$ cat config.mk
export PLATFORM = sky130hd
export DESIGN_NAME = ttb_queue
export DESIGN_NICKNAME = d
export VERILOG_FILES = /design/src/rtl/core/ttb_pkg.sv /design/src/rtl/core/ttb_queue.sv
export SDC_FILE = /design/constraint.sdc
export NUM_CORES = 1
export LEC_CHECK = 0
export BUFFER_PORTS_ARGS = -buffer_cell sky130_fd_sc_hd__buf_2
export CAP_MARGIN = 20
export CORE_UTILIZATION = 35
export DETAILED_ROUTE_END_ITERATION = 10
export PLACE_DENSITY = 0.68
export SLEW_MARGIN = 20
export SYNTH_ARGS = -nofsm -noshare
export SYNTH_HDL_FRONTEND = slang
export SYNTH_SLANG_ARGS = --single-unit
$ cat constraint.sdc
create_clock -name clk -period 14.75 [get_ports clk]
set_input_delay 2.95 -clock clk [delete_from_list [all_inputs] [get_ports clk]]
set_output_delay 2.95 -clock clk [all_outputs]
set_load 0.1 [all_outputs]
$ cat src/rtl/core/ttb_pkg.sv
// Shared types and constants for the triangle tangent basis block.
package ttb_pkg;

    localparam int COORD_WIDTH_DEF = 32;
    localparam int FRAC_BITS_DEF   = 16;

    typedef enum logic [1:0] {
        PH_FIRST,
        PH_SECOND,
        PH_THIRD
    } phase_t;

    typedef enum logic [2:0] {
        BK_IDLE,
        BK_MUL_A,
        BK_MUL_B,
        BK_DIFF,
        BK_DIV,
        BK_STORE,
        BK_EMIT
    } back_state_t;

    typedef enum logic [2:0] {
        OP_DET,
        OP_TAN_X,
        OP_TAN_Y,
        OP_TAN_Z,
        OP_BIT_X,
        OP_BIT_Y,
        OP_BIT_Z
    } op_t;

    localparam logic [1:0] SLOT_LAST = 2'd2;

    typedef struct packed {
        logic full;
        logic empty;
    } queue_status_t;

endpackage

$ cat src/rtl/core/ttb_queue.sv
// Two-entry queue of triangle jobs between front and back.
module ttb_queue #(
    parameter int DW = 330
) (
    input  logic                   clk,
    input  logic                   rst_n,
    input  logic                   push,
    input  logic [DW-1:0]          push_data,
    input  logic                   pop,
    output logic [DW-1:0]          pop_data,
    output ttb_pkg::queue_status_t stat
);
    import ttb_pkg::*;

    logic [DW-1:0] entry_reg [2];
    logic          wptr_reg, rptr_reg;
    logic [1:0]    count_reg;

    assign pop_data   = entry_reg[rptr_reg];
    assign stat.full  = count_reg == 2'd2;
    assign stat.empty = count_reg == 2'd0;

    always_ff @(posedge clk or negedge rst_n)
    begin
        if (!rst_n)
        begin
            wptr_reg  <= 1'b0;
            rptr_reg  <= 1'b0;
            count_reg <= 2'd0;
        end
        else
        begin
            if (push)
                wptr_reg <= !wptr_reg;
            if (pop)
                rptr_reg <= !rptr_reg;
            count_reg <= count_reg + {1'b0, push} - {1'b0, pop};
        end
    end

    always_ff @(posedge clk)
    begin
        if (push)
            entry_reg[wptr_reg] <= push_data;
    end

endmodule

==> reports/metrics.yaml <==
numPortBuffers: 665
cpPeakStageDelay_ps: 920
hold_violations: 0
grt_pass1_vias: 13101
cpMostUsedCell: "buf_4"
tns_ps: 0
synth-async-reset-ratio: 0.00602
cpMaxStageDelayCell: "buf_4"
cp-end-kind: "output port"
core_area_mm2: 0.0716
grt_pass1_wl_mm: 80.0
outcome: "finished, final reports clean"
yosysWarnings: 0
cp_cell_sequence: "buf_4 -> buf_4 -> mux2_2 -> buf_2"
ys_seq_elements: 664
ys.flop_type: "edfxtp_1"
worstSetupPathType: "flop to output port"
die_w_um: 271
drt-total-wl_mm: 55.3
syn_avg_cell_area_um2: 24.3
instances_no_fill: 2769
critPathLaunchType: "flop"
io_pins: 666
area_delta_synth_final_pct: 24.9
vias_per_cell: 4.48
wl_per_cell_um: 20.0
synth_most_common_cell: "edfxtp_1"
htreeDepth: 3
rsz0062_at_grt: "false"
antenna_found_initial: 16
cts-root-buf: "clkbuf_16"
synth_cell_types: 15
rows: 98
placed_cells: 2633
layout_min_cycle_time_ps: 7050
syn-num-nets: 1378
clk_pin_slew_ps: 60
track_usage: 0.145
drtIter0Drc: 733
post_cts_resize_count: 0
antenna_left: 0
drv_slew: 0
clkLatencyLatePin_ps: 600
hpwlAfterDp_mm: 38.3
overflow: 0
cts.sinks: 664
slew_headroom: 0.283
required_ps: 11800
drc: 0
cts_setup_buffers: 0
fin_nets: 2091
synth_top_area_frac: 0.782
fin_skew_ps: 29.9
largest_reg_flops: 660
finalSetupViolations: 0
yosys.area.top_type: "edfxtp_1"
start_util: 0.354
worst_slew_pin_slew_ps: 1070
clockBufferDepth: 3
synth_area_leaders: "edfxtp_1, mux2_4, buf_8, mux2_2, dfrtp_1"
cts_tree: "yes"
drtPass1Iterations: 4
yosys-top-cells-count: "edfxtp_1, mux2_4, mux2_2"
cts_made_buffers: 70
period_share: 0.478
timing.fmax_ghz: 0.142
syn-cell-area_mm2: 0.0253
crit_fanout: 60
synth_edf_count: 660
netlist_instances: 1042
postCtsHoldBufs: 0
place_congestion: 0.831
drive_gt1_frac: 0.610
fillCellCount: 6215
cap_violations: 0
synth-seq-area-share: 0.786
vias: 12409
cp.arrival_ps: 4100
die_h_um: 271
worst_hold_path_type: "flop to flop"
die_area_mm2: 0.0735
grt_start_max_net_pins: 122
-- critical path, delay by kind of cell, from the launching register on --
kind / cells / cell delay, ps
multiplexers: 1 / 300
flip-flops: 1 / 910
buffers and inverters: 3 / 2150
-- per-stage QoR --
step | cell area (um2) | worst slack (ps) | hold slack (ps) | utilization
6_report | 31600 | 7700 | 555 | 0.442
5_1_grt | 31600 | 7470 | 580 | 0.442
4_1_cts | 31600 | 7630 | 557 | 0.441
3_5_place_dp | 29500 | 8290 | 548 | 0.411
3_3_place_gp | 29500 | 8380 | 529 | 0.411
2_1_floorplan | 25300 | 2770 | 473 | -
-- final timing paths --
path	startpoint	endpoint	slack [ps]	cells past startpoint
min reg2reg	wptr_reg	wptr_reg	550	1
min	wptr_reg	wptr_reg	550	1
max	rptr_reg	pop_data[26]	7700	4
max reg2reg	wptr_reg	entry_reg[1][9]	11610	3
min in group asynchronous	rst_n	wptr_reg	2180	1
max in group asynchronous	rst_n	rptr_reg	12440	1
-- placed cells by master (no fill, tap or decap) --
cell        instances
buf_6               2
clkinv_1           22
mux2_4            290
clkbuf_1           11
clkbuf_16          70
buf_2             665
buf_12              1
nor2b_4             1
edfxtp_1          660
mux2_2             40
bufinv_16           4
ha_1                2
xor2_1              2
inv_6               4
nor2b_1             1
diode_2             9
inv_1               2
dfrtp_1             3
nor2_1              1
clkinv_2           11
dfrtp_4             1
xor3_1              1
buf_4              10
clkinv_8            3
and2_4              1
clkinvlp_4          2
-- layout make-up --
cell class | count | area, um2 | share of cell area
repair buffers | 678 | 3450 | 0.109
well taps | 950 | 1190 | 0.0376
diodes | 9 | 22.5 | 0.000712
inverters | 2 | 7.51 | 0.000237
multi-input cells | 339 | 4900 | 0.155
clock buffers | 81 | 1790 | 0.0567
clock inverters | 46 | 357 | 0.0113
flip-flops and latches | 664 | 19900 | 0.630
-- cells by family after synthesis --
logic type               share of synthesized area
buffers and inverters                       0.0207
adder cells (fa/ha/maj)                   0.000987
XOR/XNOR                                   0.00163
multiplexers                                 0.190
flip-flops                                   0.786
AND/OR/NAND/NOR                           0.000889
-- routing by layer --
layer  share of wire  vias to the layer above  routed length (um)  GRT usage
li1                -                     5615                   -          -
met1            0.36                     6190               20000      0.157
met2            0.53                      484               29300      0.262
met3           0.076                      112                4220     0.0445
met4           0.031                        8                1720     0.0586
met5         0.00094                        -                  52          0
Power is not shown: default switching activity piles up to over one toggle a cycle in this logic, so the estimate is an artifact.
