<file path="src/rtl/core/ttb_pkg.sv">
// Shared types and constants for the triangle tangent basis block.
package ttb_pkg;

    localparam int COORD_WIDTH_DEF = 32;
    localparam int FRAC_BITS_DEF   = 16;

    typedef enum logic [1:0] {
        PH_FIRST,
        PH_SECOND,
        PH_THIRD
    } phase_t;

    typedef enum logic [2:0] {
        BK_IDLE,
        BK_MUL_A,
        BK_MUL_B,
        BK_DIFF,
        BK_DIV,
        BK_STORE,
        BK_EMIT
    } back_state_t;

    typedef enum logic [2:0] {
        OP_DET,
        OP_TAN_X,
        OP_TAN_Y,
        OP_TAN_Z,
        OP_BIT_X,
        OP_BIT_Y,
        OP_BIT_Z
    } op_t;

    localparam logic [1:0] SLOT_LAST = 2'd2;

    typedef struct packed {
        logic full;
        logic empty;
    } queue_status_t;

endpackage

</file>
<file path="src/rtl/core/ttb_channels.sv">


interface ttb_result_if #(parameter int W = ttb_pkg::COORD_WIDTH_DEF);
    logic         valid;
    logic         ready;
    logic [W-1:0] tangent_x;
    logic [W-1:0] tangent_y;
    logic [W-1:0] tangent_z;
    logic [W-1:0] bitangent_x;
    logic [W-1:0] bitangent_y;
    logic [W-1:0] bitangent_z;
    logic [1:0]   vertex_slot;
    logic         last_of_triangle;
    logic         degenerate;
    logic         overflow;

    modport source (output valid, tangent_x, tangent_y, tangent_z, bitangent_x, bitangent_y,
                    bitangent_z, vertex_slot, last_of_triangle, degenerate, overflow,
                    input ready);
    modport sink   (input valid, tangent_x, tangent_y, tangent_z, bitangent_x, bitangent_y,
                    bitangent_z, vertex_slot, last_of_triangle, degenerate, overflow,
                    output ready);
endinterface

</file>
<file path="src/rtl/core/ttb_back.sv">
// Back end: products, determinant, serial division and the three result words.
module ttb_back #(
    parameter int W = ttb_pkg::COORD_WIDTH_DEF,
    parameter int F = ttb_pkg::FRAC_BITS_DEF
) (
    input  logic                   clk,
    input  logic                   rst_n,
    input  logic [10*(W+1)-1:0]    job,
    input  ttb_pkg::queue_status_t qstat,
    output logic                   pop,
    ttb_result_if.source           res
);
    import ttb_pkg::*;

    localparam int DW   = W + 1;
    localparam int PW   = 2 * DW;
    localparam int NW   = PW + 1;
    localparam int NUMW = NW + F;
    localparam int CW   = $clog2(NUMW + 1);

    back_state_t state_reg, state_next;
    op_t         op_reg;
    logic [10*DW-1:0]     job_reg;
    logic signed [DW-1:0] d [10];
    logic signed [DW-1:0] a1, b1, a2, b2, mx, my;
    logic signed [PW-1:0] prod, pa_reg, pb_reg;
    logic signed [NW-1:0] diff;
    logic [NW-1:0]        mag;
    logic [NW-1:0]        den_reg;
    logic                 den_neg_reg, neg_reg;
    logic [NW:0]          rem_reg, rem_sh;
    logic [NUMW-1:0]      dvd_reg, quo_reg, limit, qsat;
    logic [CW-1:0]        cnt_reg;
    logic [W-1:0]         vec_reg [6];
    logic [W-1:0]         comp;
    logic                 degen_reg, ovf_reg;
    logic [1:0]           slot_reg;

    always_comb
    begin
        for (int k = 0; k < 10; k++)
        begin
            d[k] = job_reg[k*DW +: DW];
        end
    end

    // operand pairs: 0..2 dP1, 3..5 dP2, 6 dU1, 7 dV1, 8 dU2, 9 dV2
    always_comb
    begin
        unique case (op_reg)
            OP_TAN_X: begin a1 = d[0]; b1 = d[9]; a2 = d[3]; b2 = d[7]; end
            OP_TAN_Y: begin a1 = d[1]; b1 = d[9]; a2 = d[4]; b2 = d[7]; end
            OP_TAN_Z: begin a1 = d[2]; b1 = d[9]; a2 = d[5]; b2 = d[7]; end
            OP_BIT_X: begin a1 = d[3]; b1 = d[6]; a2 = d[0]; b2 = d[8]; end
            OP_BIT_Y: begin a1 = d[4]; b1 = d[6]; a2 = d[1]; b2 = d[8]; end
            OP_BIT_Z: begin a1 = d[5]; b1 = d[6]; a2 = d[2]; b2 = d[8]; end
            default:  begin a1 = d[6]; b1 = d[9]; a2 = d[7]; b2 = d[8]; end
        endcase
    end

    assign mx   = (state_reg == BK_MUL_B) ? a2 : a1;
    assign my   = (state_reg == BK_MUL_B) ? b2 : b1;
    assign prod = mx * my;

    assign diff = $signed({pa_reg[PW-1], pa_reg}) - $signed({pb_reg[PW-1], pb_reg});
    assign mag  = diff[NW-1] ? NW'(-diff) : NW'(diff);

    assign rem_sh = {rem_reg[NW-1:0], dvd_reg[NUMW-1]};

    always_comb
    begin
        limit = {{(NUMW-W){1'b0}}, 1'b1, {(W-1){1'b0}}} - {{(NUMW-1){1'b0}}, !neg_reg};
        qsat  = (quo_reg > limit) ? limit : quo_reg;
        comp  = neg_reg ? W'(-qsat) : qsat[W-1:0];
    end

    always_comb
    begin
        state_next = state_reg;
        unique case (state_reg)
            BK_IDLE:  if (!qstat.empty) state_next = BK_MUL_A;
            BK_MUL_A: state_next = BK_MUL_B;
            BK_MUL_B: state_next = BK_DIFF;
            BK_DIFF:
            begin
                if (op_reg == OP_DET && mag == '0)
                    state_next = BK_EMIT;
                else if (op_reg == OP_DET)
                    state_next = BK_MUL_A;
                else
                    state_next = BK_DIV;
            end
            BK_DIV:   if (cnt_reg == CW'(1)) state_next = BK_STORE;
            BK_STORE: state_next = (op_reg == OP_BIT_Z) ? BK_EMIT : BK_MUL_A;
            BK_EMIT:  if (res.ready && slot_reg == SLOT_LAST) state_next = BK_IDLE;
            default:  state_next = BK_IDLE;
        endcase
    end

    always_comb
    begin
        pop       = 1'b0;
        res.valid = 1'b0;
        unique case (state_reg)
            BK_IDLE: pop       = !qstat.empty;
            BK_EMIT: res.valid = 1'b1;
            default: ;
        endcase
    end

    assign res.tangent_x        = vec_reg[0];
    assign res.tangent_y        = vec_reg[1];
    assign res.tangent_z        = vec_reg[2];
    assign res.bitangent_x      = vec_reg[3];
    assign res.bitangent_y      = vec_reg[4];
    assign res.bitangent_z      = vec_reg[5];
    assign res.vertex_slot      = slot_reg;
    assign res.last_of_triangle = slot_reg == SLOT_LAST;
    assign res.degenerate       = degen_reg;
    assign res.overflow         = ovf_reg;

    always_ff @(posedge clk or negedge rst_n)
    begin
        if (!rst_n)
        begin
            state_reg <= BK_IDLE;
            op_reg    <= OP_DET;
            slot_reg  <= 2'd0;
            degen_reg <= 1'b0;
            ovf_reg   <= 1'b0;
        end
        else
        begin
            state_reg <= state_next;
            case (state_reg)
                BK_IDLE:
                begin
                    op_reg    <= OP_DET;
                    degen_reg <= 1'b0;
                    ovf_reg   <= 1'b0;
                end
                BK_DIFF:
                begin
                    if (op_reg == OP_DET)
                    begin
                        degen_reg <= mag == '0;
                        op_reg    <= OP_TAN_X;
                    end
                end
                BK_STORE:
                begin
                    if (quo_reg > limit)
                        ovf_reg <= 1'b1;
                    op_reg <= op_t'(op_reg + 3'd1);
                end
                BK_EMIT:
                begin
                    if (res.ready)
                        slot_reg <= (slot_reg == SLOT_LAST) ? 2'd0 : slot_reg + 2'd1;
                end
                default: ;
            endcase
        end
    end

    always_ff @(posedge clk)
    begin
        case (state_reg)
            BK_IDLE:
            begin
                if (!qstat.empty)
                    job_reg <= job;
            end
            BK_MUL_A: pa_reg <= prod;
            BK_MUL_B: pb_reg <= prod;
            BK_DIFF:
            begin
                if (op_reg == OP_DET)
                begin
                    den_reg     <= mag;
                    den_neg_reg <= diff[NW-1];
                    for (int k = 0; k < 6; k++)
                    begin
                        vec_reg[k] <= '0;
                    end
                end
                else
                begin
                    neg_reg <= diff[NW-1] ^ den_neg_reg;
                    dvd_reg <= {mag, {F{1'b0}}};
                    rem_reg <= '0;
                    quo_reg <= '0;
                    cnt_reg <= CW'(NUMW);
                end
            end
            BK_DIV:
            begin
                // restoring division, one quotient bit per cycle
                if (rem_sh >= {1'b0, den_reg})
                begin
                    rem_reg <= rem_sh - {1'b0, den_reg};
                    quo_reg <= {quo_reg[NUMW-2:0], 1'b1};
                end
                else
                begin
                    rem_reg <= rem_sh;
                    quo_reg <= {quo_reg[NUMW-2:0], 1'b0};
                end
                dvd_reg <= {dvd_reg[NUMW-2:0], 1'b0};
                cnt_reg <= cnt_reg - CW'(1);
            end
            BK_STORE:
            begin
                // shift components in so slot 0 ends up as tangent x
                for (int k = 0; k < 5; k++)
                begin
                    vec_reg[k] <= vec_reg[k+1];
                end
                vec_reg[5] <= comp;
            end
            default: ;
        endcase
    end

    a_degen_no_ovf: assert property (@(posedge clk) disable iff (!rst_n)
        (res.valid && res.degenerate) |-> !res.overflow)
        else $error("degenerate triangle flagged overflow");
    a_pop_starts: assert property (@(posedge clk) disable iff (!rst_n)
        pop |=> state_reg == BK_MUL_A && op_reg == OP_DET)
        else $error("job popped without starting the determinant");
    a_last_ends: assert property (@(posedge clk) disable iff (!rst_n)
        (res.valid && res.ready && res.last_of_triangle) |=> !res.valid)
        else $error("result word after last of triangle");
    a_slot_range: assert property (@(posedge clk) disable iff (!rst_n)
        res.valid |-> slot_reg != 2'd3)
        else $error("vertex slot out of range");

endmodule

</file>
<file path="src/flat_wrapper.sv">
// flat-port wrapper written by rule: the top's interface ports become plain ports
module ttb_back_flat import ttb_pkg::*;
#(
    parameter int W = ttb_pkg::COORD_WIDTH_DEF,
    parameter int F = ttb_pkg::FRAC_BITS_DEF
)
  (clk, rst_n, job, qstat, pop, res_valid, res_tangent_x, res_tangent_y, res_tangent_z, res_bitangent_x, res_bitangent_y, res_bitangent_z, res_vertex_slot, res_last_of_triangle, res_degenerate, res_overflow, res_ready);
  ttb_result_if #(.W(W)) res_i ();
  input  logic clk;
  input  logic rst_n;
  input  logic [10*(W+1)-1:0] job;
  input  ttb_pkg::queue_status_t qstat;
  output logic pop;
  output wire logic [$bits(res_i.valid)-1:0] res_valid;
  output wire logic [$bits(res_i.tangent_x)-1:0] res_tangent_x;
  output wire logic [$bits(res_i.tangent_y)-1:0] res_tangent_y;
  output wire logic [$bits(res_i.tangent_z)-1:0] res_tangent_z;
  output wire logic [$bits(res_i.bitangent_x)-1:0] res_bitangent_x;
  output wire logic [$bits(res_i.bitangent_y)-1:0] res_bitangent_y;
  output wire logic [$bits(res_i.bitangent_z)-1:0] res_bitangent_z;
  output wire logic [$bits(res_i.vertex_slot)-1:0] res_vertex_slot;
  output wire logic [$bits(res_i.last_of_triangle)-1:0] res_last_of_triangle;
  output wire logic [$bits(res_i.degenerate)-1:0] res_degenerate;
  output wire logic [$bits(res_i.overflow)-1:0] res_overflow;
  input wire logic [$bits(res_i.ready)-1:0] res_ready;
  assign res_valid = res_i.valid;
  assign res_tangent_x = res_i.tangent_x;
  assign res_tangent_y = res_i.tangent_y;
  assign res_tangent_z = res_i.tangent_z;
  assign res_bitangent_x = res_i.bitangent_x;
  assign res_bitangent_y = res_i.bitangent_y;
  assign res_bitangent_z = res_i.bitangent_z;
  assign res_vertex_slot = res_i.vertex_slot;
  assign res_last_of_triangle = res_i.last_of_triangle;
  assign res_degenerate = res_i.degenerate;
  assign res_overflow = res_i.overflow;
  assign res_i.ready = res_ready;
  ttb_back #(.W(W), .F(F)) u_core (.clk(clk), .rst_n(rst_n), .job(job), .qstat(qstat), .pop(pop), .res(res_i));
endmodule
</file>
<file path="config.mk">
export PLATFORM = sky130hd
export DESIGN_NAME = ttb_back_flat
export DESIGN_NICKNAME = d
export VERILOG_FILES = /design/src/rtl/core/ttb_pkg.sv /design/src/rtl/core/ttb_channels.sv /design/src/rtl/core/ttb_back.sv /design/src/flat_wrapper.sv
export SDC_FILE = /design/constraint.sdc
export NUM_CORES = 2
export LEC_CHECK = 0
export BUFFER_PORTS_ARGS = -buffer_cell sky130_fd_sc_hd__buf_2
export CAP_MARGIN = 20
export CORE_AREA = 4 4 507 509
export DETAILED_ROUTE_END_ITERATION = 12
export DIE_AREA = 0 0 511 513
export HOLD_SLACK_MARGIN = 0.08
export SYNTH_ARGS = -nofsm -noshare
export SYNTH_HDL_FRONTEND = slang
export SYNTH_SLANG_ARGS = --single-unit
</file>
<file path="constraint.sdc">
create_clock -name clk -period 64.8 [get_ports clk]
set_clock_uncertainty 0.05 [all_clocks]
set_input_delay 6.48 -clock clk [delete_from_list [all_inputs] [get_ports clk]]
set_output_delay 6.48 -clock clk [all_outputs]
set_load 0.02 [all_outputs]
</file>
==> flow_summary.yaml <==
run_status:
  status: "completed"
clock_tree:
  cts_resized: 0
  worstSkewPairLatency_ns: 0.78
  numCtsBuffers: 107
  clockBufferDepth: 3
  cts.sinks: 957
  cts.clk_slew.worst_paths_ns: 0.06
  cts_setup_buffers: 0
  htree_levels: 3
  root_buffer: "clkbuf_16"
  cts_tree: "done"
  cts_hold_buf: 0
grt:
  grt_pass1_vias: 68700
  grt-ovfl-total: 0
  grt_pass1_wl_um: 408000
  grt_max_degree: 243
  gr-usage-all-layers: 0.199
  antenna_found_initial: 18
worst_setup_path:
  cp_num_cells: 4
  cp_top_family: "buffers and inverters"
  crit_fanout: 55
  rr_startpoint: "u_core.state_reg[0]"
  ff2ff_path_depth: 34
  crit_path_end_kind: "output pin"
  path_common_cell: "buf_2"
  crit_arrival_ns: 7.87
  start_kind: "primary input"
  r2r-end: "u_core.pa_reg[65]"
  required_ns: 58.27
  critical_path.slowest_cell: "buf_4"
  slowest_delay_ns: 0.67
  cp_cell_sequence: "buf_2 -> nor4_2 -> buf_4 -> buf_2"
  startpoint: "qstat[0]"
  path_buf_inv: 3
  reg2reg_slack_ns: 50.84
  critPathKind: "primary input to output pin"
  worstSetupEndpoint: "pop"
routing:
  dr.pass1.iters: 8
  wl_per_cell_um: 21.3
  drt-initial-drc-count: 5779
  drc: 0
  vias: 65700
  via_per_inst: 5.27
  wirelength_um: 266000
  final_antenna_net_count: 0
floorplanning:
  ios: 534
  die-area_sq_um: 262000
  fp.dieW_um: 511
  core-area_sq_um: 253000
  num_rows: 185
  initial_utilization: 0.348
  dieHeight_um: 513
timing:
  slew_violations: 0
  worst_pin_slew_ns: 1.19
  fin_crit_sh: 0.222
  fmax_ghz: 0.0694
  finalSetupTns_ns: 0
  finalHoldViolCount: 0
  relSlewSlack: 0.206
  fin_crit_ns: 14.40
  final-setup-viol-count: 0
  rsz0062_at_grt: "false"
logic_synthesis:
  async_reset_ff_frac: 0.0104
  avgSynthCellArea_sq_um: 10.2
  mappedNetlistNets: 10500
  synth_cell_type_count: 105
  syn_area_sq_um: 88000
  synth_seq_cells: 957
  ys.flop_type: "edfxtp_1"
  seq_area_frac_synth: 0.326
  synth-edff-count: 947
  synthCells: 8664
  yosys_warnings: 0
placement:
  placement.io_buffers: 532
  post-dp-hpwl_um: 200000
  routabilityCongestion: 0.925
worst_hold_path:
  min_path_type: "flop to flop"
finish:
  largest_reg_flops: 330
  nFillCells: 24700
  syn_to_final_growth_pct: 11.7
  drive_gt1_frac: 0.122
  nets: 10900
  post-route-util: 0.388
job:
  maxCapViolations: 0
-- logic make-up (layout without fill, tap and decap cells) --
kind of cell / count (synthesis) / in the layout / share of synthesized area
AOI/OAI and AO/OA: 1147 / 1147 / 0.0886
xor gates and xnor gates: 216 / 216 / 0.0217
adders and majority gates: 1538 / 1538 / 0.317
buffers and inverters: 1833 / 2264 / 0.0785
DFF: 957 / 957 / 0.326
muxes: 214 / 214 / 0.0263
other: 0 / 2 / 0
and+or+nand+nor: 2759 / 2759 / 0.142
-- placed cells by master (no fill, tap or decap), drive strengths merged, types with 60 or more instances in the layout --
cell and instances:
inv 1394, fa 1147, nand2 963, edfxtp 947, nor2 930, buf 671, ha 391, a21oi 317
and3 268, o21ai 222, xnor2 143, mux2 138, a21o 129, clkbuf 123, nand3 95, nor3 90
nand4 81, mux2i 76, xor2 73, o21a 62, a222oi 60
-- cell usage after synthesis (93+ instances only) --
cell,n,area (sq um)
a21o_1,129,968
a21oi_1,316,1580
and3_1,268,1680
clkbuf_1,401,1510
edfxtp_1,947,28400
fa_1,1147,23000
ha_1,391,4890
inv_1,1388,5210
mux2_2,138,1550
nand2_1,963,3610
nand3_1,93,465
nor2_1,930,3490
o21ai_0,175,876
xnor2_1,141,1230
-- final cells by class --
cell class / instances / area, sq um / area share
timing repair buffer: 672 / 3770 / 0.0383
sequential: 957 / 28700 / 0.292
inverter: 1392 / 5230 / 0.0532
clock buffer: 122 / 2730 / 0.0278
clock inverter: 78 / 898 / 0.00914
multi-input combinational: 5874 / 52700 / 0.536
tap: 3366 / 4210 / 0.0429
antenna: 2 / 5.00 / 0.0000509
-- worst min path at each step --
stage / depth (start not counted) / from / endpoint
6_report: 2 / u_core.dvd_reg[75] / u_core.dvd_reg[76]
5_1_grt: 2 / u_core.res.degenerate / u_core.res.degenerate
4_1_cts: 2 / u_core.dvd_reg[75] / u_core.dvd_reg[76]
3_5_place_dp: 2 / u_core.dvd_reg[75] / u_core.dvd_reg[76]
3_3_place_gp: 2 / u_core.res.vertex_slot[1] / u_core.res.vertex_slot[1]
2_1_floorplan: 2 / u_core.dvd_reg[24] / u_core.dvd_reg[25]
-- through the flow --
stage	setup WS (ns)	instance area [sq um]	cells	hold slack, ns
CTS	50.37	98200	12500	0.462
global route	50.12	98200	12500	0.485
global placement	50.40	94500	12300	0.443
finish	50.40	98200	12500	0.460
detailed placement	50.38	94600	12300	0.449
floorplan	20.37	88000	8664	0.434
-- layer usage --
| metal | track usage | wire length [um] |
|---|---|---|
| met3 | 0.0471 | 24200 |
| met2 | 0.321 | 120000 |
| met5 | 0 | 128 |
| met4 | 0.0845 | 12800 |
| met1 | 0.257 | 109000 |
-- worst min-delay path: cells and delay by family (launching register included) --
kind | cells | cell delay [ns]
flops | 1 | 0.32
simple gates | 2 | 0.10
Power is left out: the tool's default activity adds up to more than one toggle a clock period on the data nets, which glitch-free logic cannot reach.
