## src/rtl/core/ttb_pkg.sv

```systemverilog
// Shared types and constants for the triangle tangent basis block.
package ttb_pkg;

    localparam int COORD_WIDTH_DEF = 32;
    localparam int FRAC_BITS_DEF   = 16;

    typedef enum logic [1:0] {
        PH_FIRST,
        PH_SECOND,
        PH_THIRD
    } phase_t;

    typedef enum logic [2:0] {
        BK_IDLE,
        BK_MUL_A,
        BK_MUL_B,
        BK_DIFF,
        BK_DIV,
        BK_STORE,
        BK_EMIT
    } back_state_t;

    typedef enum logic [2:0] {
        OP_DET,
        OP_TAN_X,
        OP_TAN_Y,
        OP_TAN_Z,
        OP_BIT_X,
        OP_BIT_Y,
        OP_BIT_Z
    } op_t;

    localparam logic [1:0] SLOT_LAST = 2'd2;

    typedef struct packed {
        logic full;
        logic empty;
    } queue_status_t;

endpackage

```

## src/rtl/core/ttb_channels.sv

```systemverilog
// Vertex and result channel interfaces.
interface ttb_vertex_if #(parameter int W = ttb_pkg::COORD_WIDTH_DEF);
    logic         valid;
    logic         ready;
    logic [W-1:0] pos_x;
    logic [W-1:0] pos_y;
    logic [W-1:0] pos_z;
    logic [W-1:0] tex_u;
    logic [W-1:0] tex_v;

    modport source (output valid, pos_x, pos_y, pos_z, tex_u, tex_v, input ready);
    modport sink   (input valid, pos_x, pos_y, pos_z, tex_u, tex_v, output ready);
endinterface


```

## src/rtl/core/ttb_front.sv

```systemverilog
// Front end: collects three vertices and forms the edge deltas of a triangle.
module ttb_front #(
    parameter int W = ttb_pkg::COORD_WIDTH_DEF
) (
    input  logic                      clk,
    input  logic                      rst_n,
    ttb_vertex_if.sink                vtx,
    output logic                      push,
    output logic [10*(W+1)-1:0]       push_job,
    input  ttb_pkg::queue_status_t    qstat
);
    import ttb_pkg::*;

    localparam int DW = W + 1;

    phase_t       phase_reg, phase_next;
    logic [W-1:0] p0x_reg, p0y_reg, p0z_reg, u0_reg, v0_reg;
    logic [W-1:0] p1x_reg, p1y_reg, p1z_reg, u1_reg, v1_reg;
    logic         accept;
    logic signed [DW-1:0] d [10];

    function automatic logic signed [W:0] delta(input logic [W-1:0] a, input logic [W-1:0] b);
        delta = $signed({a[W-1], a}) - $signed({b[W-1], b});
    endfunction

    assign vtx.ready = (phase_reg != PH_THIRD) || !qstat.full;
    assign accept    = vtx.valid && vtx.ready;
    assign push      = accept && (phase_reg == PH_THIRD);

    always_comb
    begin
        d[0] = delta(p1x_reg, p0x_reg);
        d[1] = delta(p1y_reg, p0y_reg);
        d[2] = delta(p1z_reg, p0z_reg);
        d[3] = delta(vtx.pos_x, p0x_reg);
        d[4] = delta(vtx.pos_y, p0y_reg);
        d[5] = delta(vtx.pos_z, p0z_reg);
        d[6] = delta(u1_reg, u0_reg);
        d[7] = delta(v1_reg, v0_reg);
        d[8] = delta(vtx.tex_u, u0_reg);
        d[9] = delta(vtx.tex_v, v0_reg);
        for (int k = 0; k < 10; k++)
        begin
            push_job[k*DW +: DW] = d[k];
        end
    end

    always_comb
    begin
        phase_next = phase_reg;
        if (accept)
        begin
            unique case (phase_reg)
                PH_SECOND: phase_next = PH_THIRD;
                PH_THIRD:  phase_next = PH_FIRST;
                default:   phase_next = PH_SECOND;
            endcase
        end
    end

    always_ff @(posedge clk or negedge rst_n)
    begin
        if (!rst_n)
            phase_reg <= PH_FIRST;
        else
            phase_reg <= phase_next;
    end

    // hold vertex 0 and vertex 1
    always_ff @(posedge clk)
    begin
        if (accept && phase_reg == PH_SECOND)
        begin
            p1x_reg <= vtx.pos_x;
            p1y_reg <= vtx.pos_y;
            p1z_reg <= vtx.pos_z;
            u1_reg  <= vtx.tex_u;
            v1_reg  <= vtx.tex_v;
        end
        else if (accept && phase_reg != PH_THIRD)
        begin
            p0x_reg <= vtx.pos_x;
            p0y_reg <= vtx.pos_y;
            p0z_reg <= vtx.pos_z;
            u0_reg  <= vtx.tex_u;
            v0_reg  <= vtx.tex_v;
        end
    end

    a_no_push_full: assert property (@(posedge clk) disable iff (!rst_n)
        push |-> !qstat.full)
        else $error("triangle pushed into a full queue");
    a_push_wraps: assert property (@(posedge clk) disable iff (!rst_n)
        push |=> phase_reg == PH_FIRST)
        else $error("phase did not wrap after a triangle");
    a_stall_third: assert property (@(posedge clk) disable iff (!rst_n)
        (phase_reg == PH_THIRD && qstat.full) |-> !vtx.ready)
        else $error("third vertex taken while queue full");

endmodule

```

## src/flat_wrapper.sv

```systemverilog
// flat-port wrapper written by rule: the top's interface ports become plain ports
module ttb_front_flat import ttb_pkg::*;
#(
    parameter int W = ttb_pkg::COORD_WIDTH_DEF
)
  (clk, rst_n, push, push_job, qstat, vtx_valid, vtx_pos_x, vtx_pos_y, vtx_pos_z, vtx_tex_u, vtx_tex_v, vtx_ready);
  ttb_vertex_if #(.W(W)) vtx_i ();
  input  logic clk;
  input  logic rst_n;
  output logic push;
  output logic [10*(W+1)-1:0] push_job;
  input  ttb_pkg::queue_status_t qstat;
  input wire logic [$bits(vtx_i.valid)-1:0] vtx_valid;
  input wire logic [$bits(vtx_i.pos_x)-1:0] vtx_pos_x;
  input wire logic [$bits(vtx_i.pos_y)-1:0] vtx_pos_y;
  input wire logic [$bits(vtx_i.pos_z)-1:0] vtx_pos_z;
  input wire logic [$bits(vtx_i.tex_u)-1:0] vtx_tex_u;
  input wire logic [$bits(vtx_i.tex_v)-1:0] vtx_tex_v;
  output wire logic [$bits(vtx_i.ready)-1:0] vtx_ready;
  assign vtx_i.valid = vtx_valid;
  assign vtx_i.pos_x = vtx_pos_x;
  assign vtx_i.pos_y = vtx_pos_y;
  assign vtx_i.pos_z = vtx_pos_z;
  assign vtx_i.tex_u = vtx_tex_u;
  assign vtx_i.tex_v = vtx_tex_v;
  assign vtx_ready = vtx_i.ready;
  ttb_front #(.W(W)) u_core (.clk(clk), .rst_n(rst_n), .vtx(vtx_i), .push(push), .push_job(push_job), .qstat(qstat));
endmodule
```

## config.mk

```make
export PLATFORM = sky130hd
export DESIGN_NAME = ttb_front_flat
export DESIGN_NICKNAME = d
export VERILOG_FILES = /design/src/rtl/core/ttb_pkg.sv /design/src/rtl/core/ttb_channels.sv /design/src/rtl/core/ttb_front.sv /design/src/flat_wrapper.sv
export SDC_FILE = /design/constraint.sdc
export NUM_CORES = 1
export LEC_CHECK = 0
export BUFFER_PORTS_ARGS = -buffer_cell sky130_fd_sc_hd__buf_2
export CORE_MARGIN = 4
export CORE_UTILIZATION = 58
export CTS_CLUSTER_DIAMETER = 50
export DETAILED_ROUTE_END_ITERATION = 12
export GPL_TIMING_DRIVEN = 0
export PLACE_DENSITY = 0.83
export SLEW_MARGIN = 20
export SYNTH_ARGS = -nofsm -noshare
export SYNTH_HDL_FRONTEND = slang
export SYNTH_SLANG_ARGS = --single-unit
```

## constraint.sdc

```tcl
create_clock -name clk -period 15.7 [get_ports clk]
set_input_delay 2.355 -clock clk [delete_from_list [all_inputs] [get_ports clk]]
set_output_delay 2.355 -clock clk [all_outputs]
set_load 0.05 [all_outputs]
```

==> run_results.csv, run 1 <==
group,metric,value,unit
floorplan,die_x,221,um
yosys,ys_seq_area_share,36.8,%
cells_and_area,finish.utilization,70.0,%
timing,min_period,8120,ps
timing,clock_skew,11.1,ps
grt,grt_pass1_vias,23000,
floorplan,die_y,221,um
critical_path,crit_family,"compound AO/OA/AOI/OAI gates",
clock_tree,cts.clk_slew.worst_paths,60,ps
timing,final_hold_viol_count,0,
critical_path,r2r-start,"u_core.phase_reg[0]",
yosys,syn_area,26300,um2
critical_path,cp-end-kind,"output port",
timing,finalCritPeriodShare,51.7,%
floorplan,pin_count,497,
timing,final-setup-viol-count,0,
clock_tree,clock-sinks,322,
cells_and_area,fillCellCount,3371,
min_path,min-delay-start,"u_core.phase_reg[1]",
critical_path,reg2reg_depth,9,
cells_and_area,drive_gt1_share,19.1,%
placement,dp_hpwl,62.0,mm
flow_run,max_cap_violations,0,
route,drt_iter0_markers,1542,
yosys,async_flop_share,0.621,%
critical_path,reg2reg_slack,13180,ps
min_path,hold_path_depth,1,
yosys,synth_area_leader_cell,"edfxtp_1",
route,vias,23300,
timing,maxSlewViolCount,0,
clock_tree,cts_setup_buffers,0,
critical_path,r2r-end,"u_core.p0x_reg[11]",
critical_path,crit_required,13350,ps
floorplan,start_util,59.0,%
yosys,post_synth.cell_area_avg,9.63,um2
yosys,yosys-top-cells-area,"edfxtp_1, ha_1, xnor2_1, a21oi_1, a21o_1",
clock_tree,cts_made_buffers,42,
clock_tree,clockRootBuffer,"clkbuf_16",
timing,fmax,123,MHz
grt,grt_overflow_total,0,
min_path,hold_end,"u_core.phase_reg[1]",
critical_path,crit_buf_inv,2,
route,via_per_inst,5.93,
yosys,ys_ff_latch,322,
timing,rsz0062_at_grt,"no",
yosys,syn_nets,3225,
clock_tree,cts_resized,0,
min_path,hold_class,"reg -> reg",
placement,portBuffers,495,
floorplan,dieArea,48800,um2
clock_tree,clockBufferDepth,3,
route,drtPass1Iterations,6,
clock_tree,clk_latency,580,ps
clock_tree,cts_tree,"yes",
yosys,yosys_warnings,0,
grt,grt_pass1_wl,121,mm
route,wl_per_cell,19.6,um
yosys,synth-edff-count,320,
grt,grt_use_total,30.1,%
route,wirelength,77.2,mm
critical_path,path_common_cell,"buf_2",
critical_path,slowest_delay,660,ps
cells_and_area,final_common_cell,"buf_2",
floorplan,fp.coreArea,44500,um2
yosys,synthCells,2728,
critical_path,critical_path_class,"in -> out",
critical_path,crit_chain,"buf_2 > ha_1 > nand4_1 > or2_2 > nor2_1 > o2111ai_1 > nand2_1 > a31oi_1 > o21ai_0 > a21oi_1 > o311ai_0 > buf_2",
critical_path,slowest_stage,"o311ai_0",
clock_tree,postCtsHoldBufs,0,
route,route.detailed.drc,0,
route,drtAntennaViolNets,0,
yosys,synth_flop_cell,"edfxtp_1",
critical_path,cp-start-kind,"primary input",
status,outcome,"completed",
grt,grt_antenna_before_repair,20,
critical_path,cp-startpoint,"vtx_tex_u[10]",
cells_and_area,area_growth,18.6,%
yosys,synth.top_cell.area_share,36.6,%
timing,slew_headroom,53.7,%
placement,place.gp.congestion,0.959,
yosys,ys_types,94,
critical_path,cp_max_fo,6,
cells_and_area,final_cell_mix,"buf_2, ha_1, edfxtp_1",
critical_path,cp.arrival,5760,ps
floorplan,fp-row-count,77,
cells_and_area,nets,3786,
grt,grt_max_degree,52,
clock_tree,htree_levels,2,
timing,tightest_slew,686,ps
[synthesized netlist by cell type (all sizes together) (7+ instances only)]
master and instances:
clkbuf 44, or3 13, o2111ai 7, a31o 8, a21oi 251, a211oi 24
nor3b 7, o211ai 32, a41oi 9, a21boi 12, fa 10, nand2b 58
and3 30, or2 11, o21a 40, edfxtp 320, a211o 11, o21ai 140
nor2b 43, nand2 163, inv 255, ha 322, a21o 156, nor2 169
xor2 88, o31ai 10, nor3 42, and2 13, nand4 30, nand3 49
o31a 11, and4 8, xnor2 183, a31oi 36, o21bai 23
[how the worst max path moves through the flow]
stage | endpoint | slack (ps) | depth (start not counted)
3_3_place_gp | u_core.v0_reg[0] | -6100 | 2
4_1_cts | push_job[286] | 7630 | 14
6_report | push_job[293] | 7580 | 12
2_1_floorplan | u_core.p0x_reg[0] | 1020 | 1
5_1_grt | push_job[286] | 7380 | 14
3_5_place_dp | push_job[286] | 7660 | 14
[layer usage]
| metal | wire length [um] | vias up | global-route usage (%) |
|---|---|---|---|
| li1 | - | 11200 | - |
| met1 | 31100 | 11000 | 37.7 |
| met4 | 3440 | 8 | 12.8 |
| met3 | 6320 | 194 | 6.43 |
| met5 | 40 | - | 0 |
| met2 | 36300 | 919 | 50.5 |
[final cells by class]
class	count	area (um2)	area share, %
Timing Repair Buffer	517	2700	8.66
Clock inverter	31	327	1.05
Sequential cell	322	9660	31.0
Buffer	46	174	0.558
Inverter	255	957	3.07
Multi-Input combinational cell	2105	15500	49.7
Tap cell	592	741	2.38
Antenna cell	20	50.0	0.161
Clock buffer	46	1070	3.42
[kinds of logic after synthesis]
logic type	count (synthesis)	share of synthesized area, %
AO/OA/AOI/OAI	832	21.0
XOR/XNOR	271	9.03
adder cells (fa/ha/maj)	332	16.1
buffers and inverters	301	4.30
flip-flops	322	36.8
multiplexers	5	0.200
AND/OR/NAND/NOR	665	12.6
[through the flow]
stage	setup TNS [ps]	setup slack (ps)	hold WS [ps]	area, um2	std cells
after global routing	0	7380	533	31200	3925
after global placement	-974390	-6100	486	29500	3815
after CTS	0	7630	517	31100	3914
final	0	7580	525	31200	3934
after detailed placement	0	7660	504	29700	3837
after floorplan	0	1020	476	26300	2728
Power of run 1 is not shown: default switching activity piles up to over one toggle a cycle in this logic, so the estimate is an artifact.
==> inputs of run 2 (changes only) <==
--- a/config.mk
+++ b/config.mk
@@ -7,11 +7,11 @@
 export LEC_CHECK = 0
 export BUFFER_PORTS_ARGS = -buffer_cell sky130_fd_sc_hd__buf_2
 export CORE_MARGIN = 4
-export CORE_UTILIZATION = 58
+export CORE_UTILIZATION = 52
 export CTS_CLUSTER_DIAMETER = 50
 export DETAILED_ROUTE_END_ITERATION = 12
 export GPL_TIMING_DRIVEN = 0
-export PLACE_DENSITY = 0.83
+export PLACE_DENSITY = 0.79
 export SLEW_MARGIN = 20
 export SYNTH_ARGS = -nofsm -noshare
 export SYNTH_HDL_FRONTEND = slang
==> constraint.sdc (replaced) <==
create_clock -name clk -period 6.6 [get_ports clk]
set_input_delay 0.99 -clock clk [delete_from_list [all_inputs] [get_ports clk]]
set_output_delay 0.99 -clock clk [all_outputs]
set_load 0.05 [all_outputs]
==> run 2 against run 1 <==
  * Routed wire length down 5.5%
  * Worst hold slack got worse by 330 ps
  * Sequential cell count unchanged
  * Final cell count increased by 2.0%
  * Count of clock-buffer cells in the layout grew 9
  * Sequential share of layout area down 0.30 points
  * Register-to-register slack got worse by 9100 ps
  * First-iteration DRC count decreased by 4.5%
  * Setup slack got worse by 6300 ps
  * Core utilization fell by 7.2 points
==> run_results.csv, run 2 (synthesized netlist as in run 1, its figures left out) <==
group,metric,value,unit
cells_and_area,finish.utilization,62.9,%
cells_and_area,drive_gt1_share,19.2,%
route,drtPass1Iterations,5,
timing,tightest_slew,579,ps
clock_tree,cts_made_buffers,47,
clock_tree,cts_resized,0,
clock_tree,htree_levels,2,
placement,pre_cts_ws,1350,ps
timing,final_hold_viol_count,0,
critical_path,cp.arrival,4350,ps
timing,final-setup-viol-count,0,
critical_path,cp-start-kind,"primary input",
clock_tree,clockRootBuffer,"clkbuf_16",
critical_path,slowest_delay,550,ps
floorplan,die_x,233,um
route,wirelength,73.0,mm
critical_path,cp_max_fo,6,
cells_and_area,fillCellCount,4242,
grt,grt_use_total,25.5,%
floorplan,pin_count,497,
timing,slew_headroom,60.4,%
timing,finalCritPeriodShare,81.0,%
floorplan,die_y,233,um
clock_tree,clock-sinks,322,
floorplan,dieArea,54200,um2
placement,portBuffers,495,
critical_path,cp-end-kind,"output port",
grt,grt_antenna_before_repair,21,
placement,dp_hpwl,58.2,mm
route,via_per_inst,5.69,
clock_tree,clockBufferDepth,3,
min_path,hold_class,"in -> async",
critical_path,slowest_stage,"or4_1",
timing,maxSlewViolCount,0,
critical_path,crit_chain,"buf_2 > inv_1 > ha_1 > fa_1 > nand2b_1 > a21boi_0 > o21ai_0 > a221oi_1 > nor2_1 > o21ai_1 > a31oi_1 > or4_1 > nand3_1 > buf_2",
critical_path,crit_family,"compound AO/OA/AOI/OAI gates",
clock_tree,clk_latency,580,ps
route,drt_iter0_markers,1473,
cells_and_area,final_area,31500,um2
floorplan,start_util,52.5,%
grt,grt_overflow_total,0,
timing,rsz0062_at_grt,"no",
route,vias,22800,
clock_tree,cts_tree,"yes",
critical_path,path_common_cell,"buf_2",
critical_path,reg2reg_slack,4100,ps
grt,grt_max_degree,50,
timing,setup_ws,1260,ps
cells_and_area,regArea,9660,um2
grt,grt_pass1_wl,112,mm
cells_and_area,area_growth,19.8,%
cells_and_area,final_common_cell,"buf_2",
timing,min_period,5340,ps
route,route.detailed.drc,0,
clock_tree,cts_setup_buffers,0,
route,wl_per_cell,18.2,um
critical_path,crit_buf_inv,3,
timing,clock_skew,15.9,ps
critical_path,cp.depth,14,
grt,grt_pass1_vias,21900,
cells_and_area,nets,3785,
cells_and_area,final_cell_mix,"buf_2, ha_1, edfxtp_1",
route,drtAntennaViolNets,0,
placement,placed_area,29800,um2
flow_run,max_cap_violations,0,
critical_path,crit_required,5610,ps
status,outcome,"completed",
floorplan,fp.coreArea,50100,um2
clock_tree,cts.clk_slew.worst_paths,60,ps
cells_and_area,multi_input_area,15500,um2
placement,place.gp.congestion,0.941,
critical_path,critical_path_class,"in -> out",
critical_path,reg2reg_depth,8,
clock_tree,postCtsHoldBufs,0,
timing,fmax,187,MHz
floorplan,fp-row-count,82,
[run 2: cell types whose count changed in the layout (fill, tap and decap cells not counted), sizes merged]
| cell | previous run | this run |
|---|---|---|
| buf | 519 | 513 |
| bufinv | 4 | 5 |
| clkbuf | 90 | 99 |
| clkinv | 14 | 10 |
| diode | 20 | 16 |
| inv | 264 | 268 |
[run 2: final cells by class]
cell class	count	share of cell area (%)
inverters	255	3.04
diodes	16	0.127
clock buffers	55	3.90
flip-flops and latches	322	30.7
repair buffers	511	8.60
clock inverters	32	1.15
plain buffers	46	0.553
multi-input cells	2105	49.3
well taps	672	2.67
[run 2: worst paths after layout]
kind	to	from
max	push_job[286]	vtx_tex_u[0]
min	u_core.phase_reg[0]	rst_n
max reg2reg	u_core.v0_reg[9]	u_core.phase_reg[0]
min reg2reg	u_core.phase_reg[1]	u_core.phase_reg[1]
max in group asynchronous	u_core.phase_reg[1]	rst_n
min in group clk	u_core.phase_reg[1]	u_core.phase_reg[1]
[run 2: stage by stage]
stage | hold WS, ps | TNS (ps) | instances
5_1_grt | 160 | 0 | 4009
3_3_place_gp | 493 | -435870 | 3895
3_5_place_dp | 507 | 0 | 3911
4_1_cts | 157 | 0 | 3998
6_report | 192 | 0 | 4014
2_1_floorplan | 476 | 0 | 2728
[run 2: metal layers]
metal / track usage [%] / part of all wire [%] / wire length (um)
met2: 42.7 / 47 / 34200
met3: 7.08 / 8.8 / 6390
met1: 31.5 / 41 / 29600
met4: 9.51 / 3.7 / 2700
met5: 0 / 0.10 / 75
[run 2: worst register-to-register path, cell delays in order (launching register included)]
cell	delay, ps
dfrtp_1	370
inv_1	60
ha_1	250
nor3b_4	460
buf_6	270
buf_6	220
buf_8	200
buf_8	170
buf_6	200
Power of run 2 is left out for the same reason.
==> inputs of run 3 (changes only) <==
==> constraint.sdc (replaced) <==
create_clock -name clk -period 4.7 [get_ports clk]
set_input_delay 0.705 -clock clk [delete_from_list [all_inputs] [get_ports clk]]
set_output_delay 0.705 -clock clk [all_outputs]
set_load 0.05 [all_outputs]
==> run 3 against run 2 <==
  * Via count down 0.78%
  * Non-clock buffer count up 7
  * Worst hold slack better by 150 ps
  * Register-to-register slack worse by 1800 ps
  * Design area up 0.37%
  * Global-route usage about the same
  * Final cell count down 0.15%
  * Die area unchanged
  * Critical path depth down 2
  * Sequential cell count unchanged
==> run_results.csv, run 3 (synthesized netlist as in run 1, its figures left out) <==
group,metric,value,unit
route,route.detailed.drc,0,
timing,finalCritPeriodShare,97.6,%
clock_tree,clockBufferDepth,3,
route,wl_met3,5.65,mm
cells_and_area,drive_gt1_share,19.9,%
critical_path,critical_path_class,"reg -> out",
critical_path,path_common_cell,"o21ai_2",
critical_path,crit_chain,"ha_1 > fa_2 > nor2b_2 > o21a_2 > o21ai_2 > a21oi_4 > o21ai_2 > or4_4 > a311oi_4 > a21boi_2 > a221o_1 > buf_4",
min_path,hold_class,"in -> reg",
cells_and_area,finish.utilization,63.1,%
route,met1Wirelength,30.0,mm
route,drtPass1Iterations,5,
timing,final-setup-viol-count,0,
cells_and_area,nets,3787,
clock_tree,cts_made_buffers,42,
timing,clock_skew,11.2,ps
status,outcome,"completed",
placement,placed_area,29900,um2
grt,grt_overflow_total,0,
timing,maxSlewViolCount,0,
grt,grt_pass1_vias,21700,
clock_tree,clock-sinks,322,
clock_tree,cts.clk_slew.worst_paths,60,ps
route,wl_met2,34.1,mm
min_path,min-delay-start,"vtx_pos_x[0]",
critical_path,r2r-end,"u_core.v0_reg[17]",
timing,slew_headroom,61.7,%
floorplan,fp-row-count,82,
floorplan,die_y,233,um
placement,placed_cells,3911,
critical_path,cp-start-kind,"flop",
route,wirelength,72.2,mm
critical_path,cp.arrival,3880,ps
cells_and_area,final_common_cell,"buf_2",
clock_tree,clk_latency,560,ps
route,drt_iter0_markers,1258,
timing,min_period,4590,ps
min_path,hold_end,"u_core.p0x_reg[0]",
grt,grt_antenna_before_repair,18,
critical_path,slowest_stage,"or4_4",
route,wl_per_cell,18.0,um
grt,grt_max_degree,50,
floorplan,die_x,233,um
placement,place.gp.congestion,0.932,
critical_path,crit_required,3990,ps
floorplan,pin_count,497,
critical_path,slowest_delay,570,ps
timing,fmax,218,MHz
clock_tree,cts_tree,"yes",
placement,portBuffers,495,
clock_tree,clockRootBuffer,"clkbuf_16",
critical_path,cp-end-kind,"output port",
timing,tns,0,ps
critical_path,reg2reg_slack,2260,ps
timing,final_hold_viol_count,0,
route,drtAntennaViolNets,0,
min_path,hold_path_depth,1,
cells_and_area,final_cell_mix,"buf_2, ha_1, edfxtp_1",
route,via_per_inst,5.65,
floorplan,fp.coreArea,50100,um2
cells_and_area,final_cells,4008,
cells_and_area,area_growth,20.2,%
flow_run,max_cap_violations,0,
timing,rsz0062_at_grt,"yes",
timing,tightest_slew,561,ps
cells_and_area,final_area,31600,um2
grt,grt_pass1_wl,112,mm
route,vias,22700,
floorplan,dieArea,54200,um2
grt,grt_use_total,25.5,%
clock_tree,htree_levels,2,
floorplan,start_util,52.5,%
critical_path,cp_max_fo,4,
placement,dp_hpwl,58.2,mm
critical_path,reg2reg_depth,7,
critical_path,r2r-start,"u_core.phase_reg[0]",
route,topRoutingLayerUsed,"met5",
[run 3: changes by cell type in the layout (fill, tap and decap cells not counted), moves of 5 or more]
cell / before / now
buf_2: 496 / 484
buf_4: 0 / 11
a21oi_1: 250 / 242
a21oi_2: 0 / 8
clkbuf_4: 0 / 7
inv_6: 8 / 3
[run 3: worst max path at each step]
stage                         to        startpoint  cells after the start  slack [ps]
6_report           push_job[230]  u_core.u0_reg[0]                     12         110
2_1_floorplan  u_core.p0x_reg[0]         vtx_valid                      1        -510
4_1_cts            push_job[286]  u_core.u0_reg[0]                     12          40
3_3_place_gp   u_core.v0_reg[18]         vtx_valid                      2       -3250
5_1_grt            push_job[286]  u_core.u0_reg[0]                     12        -120
3_5_place_dp       push_job[286]      vtx_tex_u[0]                     14          90
[run 3: repair_timing]
item / 4_1_cts / 5_1_grt
setup endpoints to repair: 9 / 38
hold buffers: 1 / 0
hold endpoints to repair: 2 / 0
pin swaps: 0 / 11
gates resized for setup: 9 / 36
buffers inserted: 0 / 6
[run 3: routing by layer]
metal,vias up,GRT usage (%)
met4,16,8.07
met2,728,43.1
met5,-,0
met1,10600,32.5
met3,158,5.99
li1,11200,-
[run 3: layout make-up]
type / count / area (um2)
Antenna cell: 13 / 32.5
Fill cell: 4211 / 18500
Tap cell: 672 / 841
Timing Repair Buffer: 518 / 2810
Clock buffer: 48 / 1140
Clock inverter: 29 / 344
Inverter: 255 / 957
Buffer: 46 / 174
Sequential cell: 322 / 9660
Multi-Input combinational cell: 2105 / 15600
[run 3: through the flow]
step	setup slack [ps]	hold slack, ps
detailed placement	92.5	493
CTS	44.3	312
floorplan	-511	409
finish	113	344
global route	-125	317
global placement	-3250	493
[run 3: critical path: cells and delay by family, from the launching register on]
kind | cells | cell delay [ps]
AO/OA/AOI/OAI | 7 | 1420
adder cells (fa/ha/maj) | 2 | 610
buffers and inverters | 1 | 190
flip-flops | 1 | 410
AND/OR/NAND/NOR | 2 | 690
Power of run 3 is left out for the same reason.
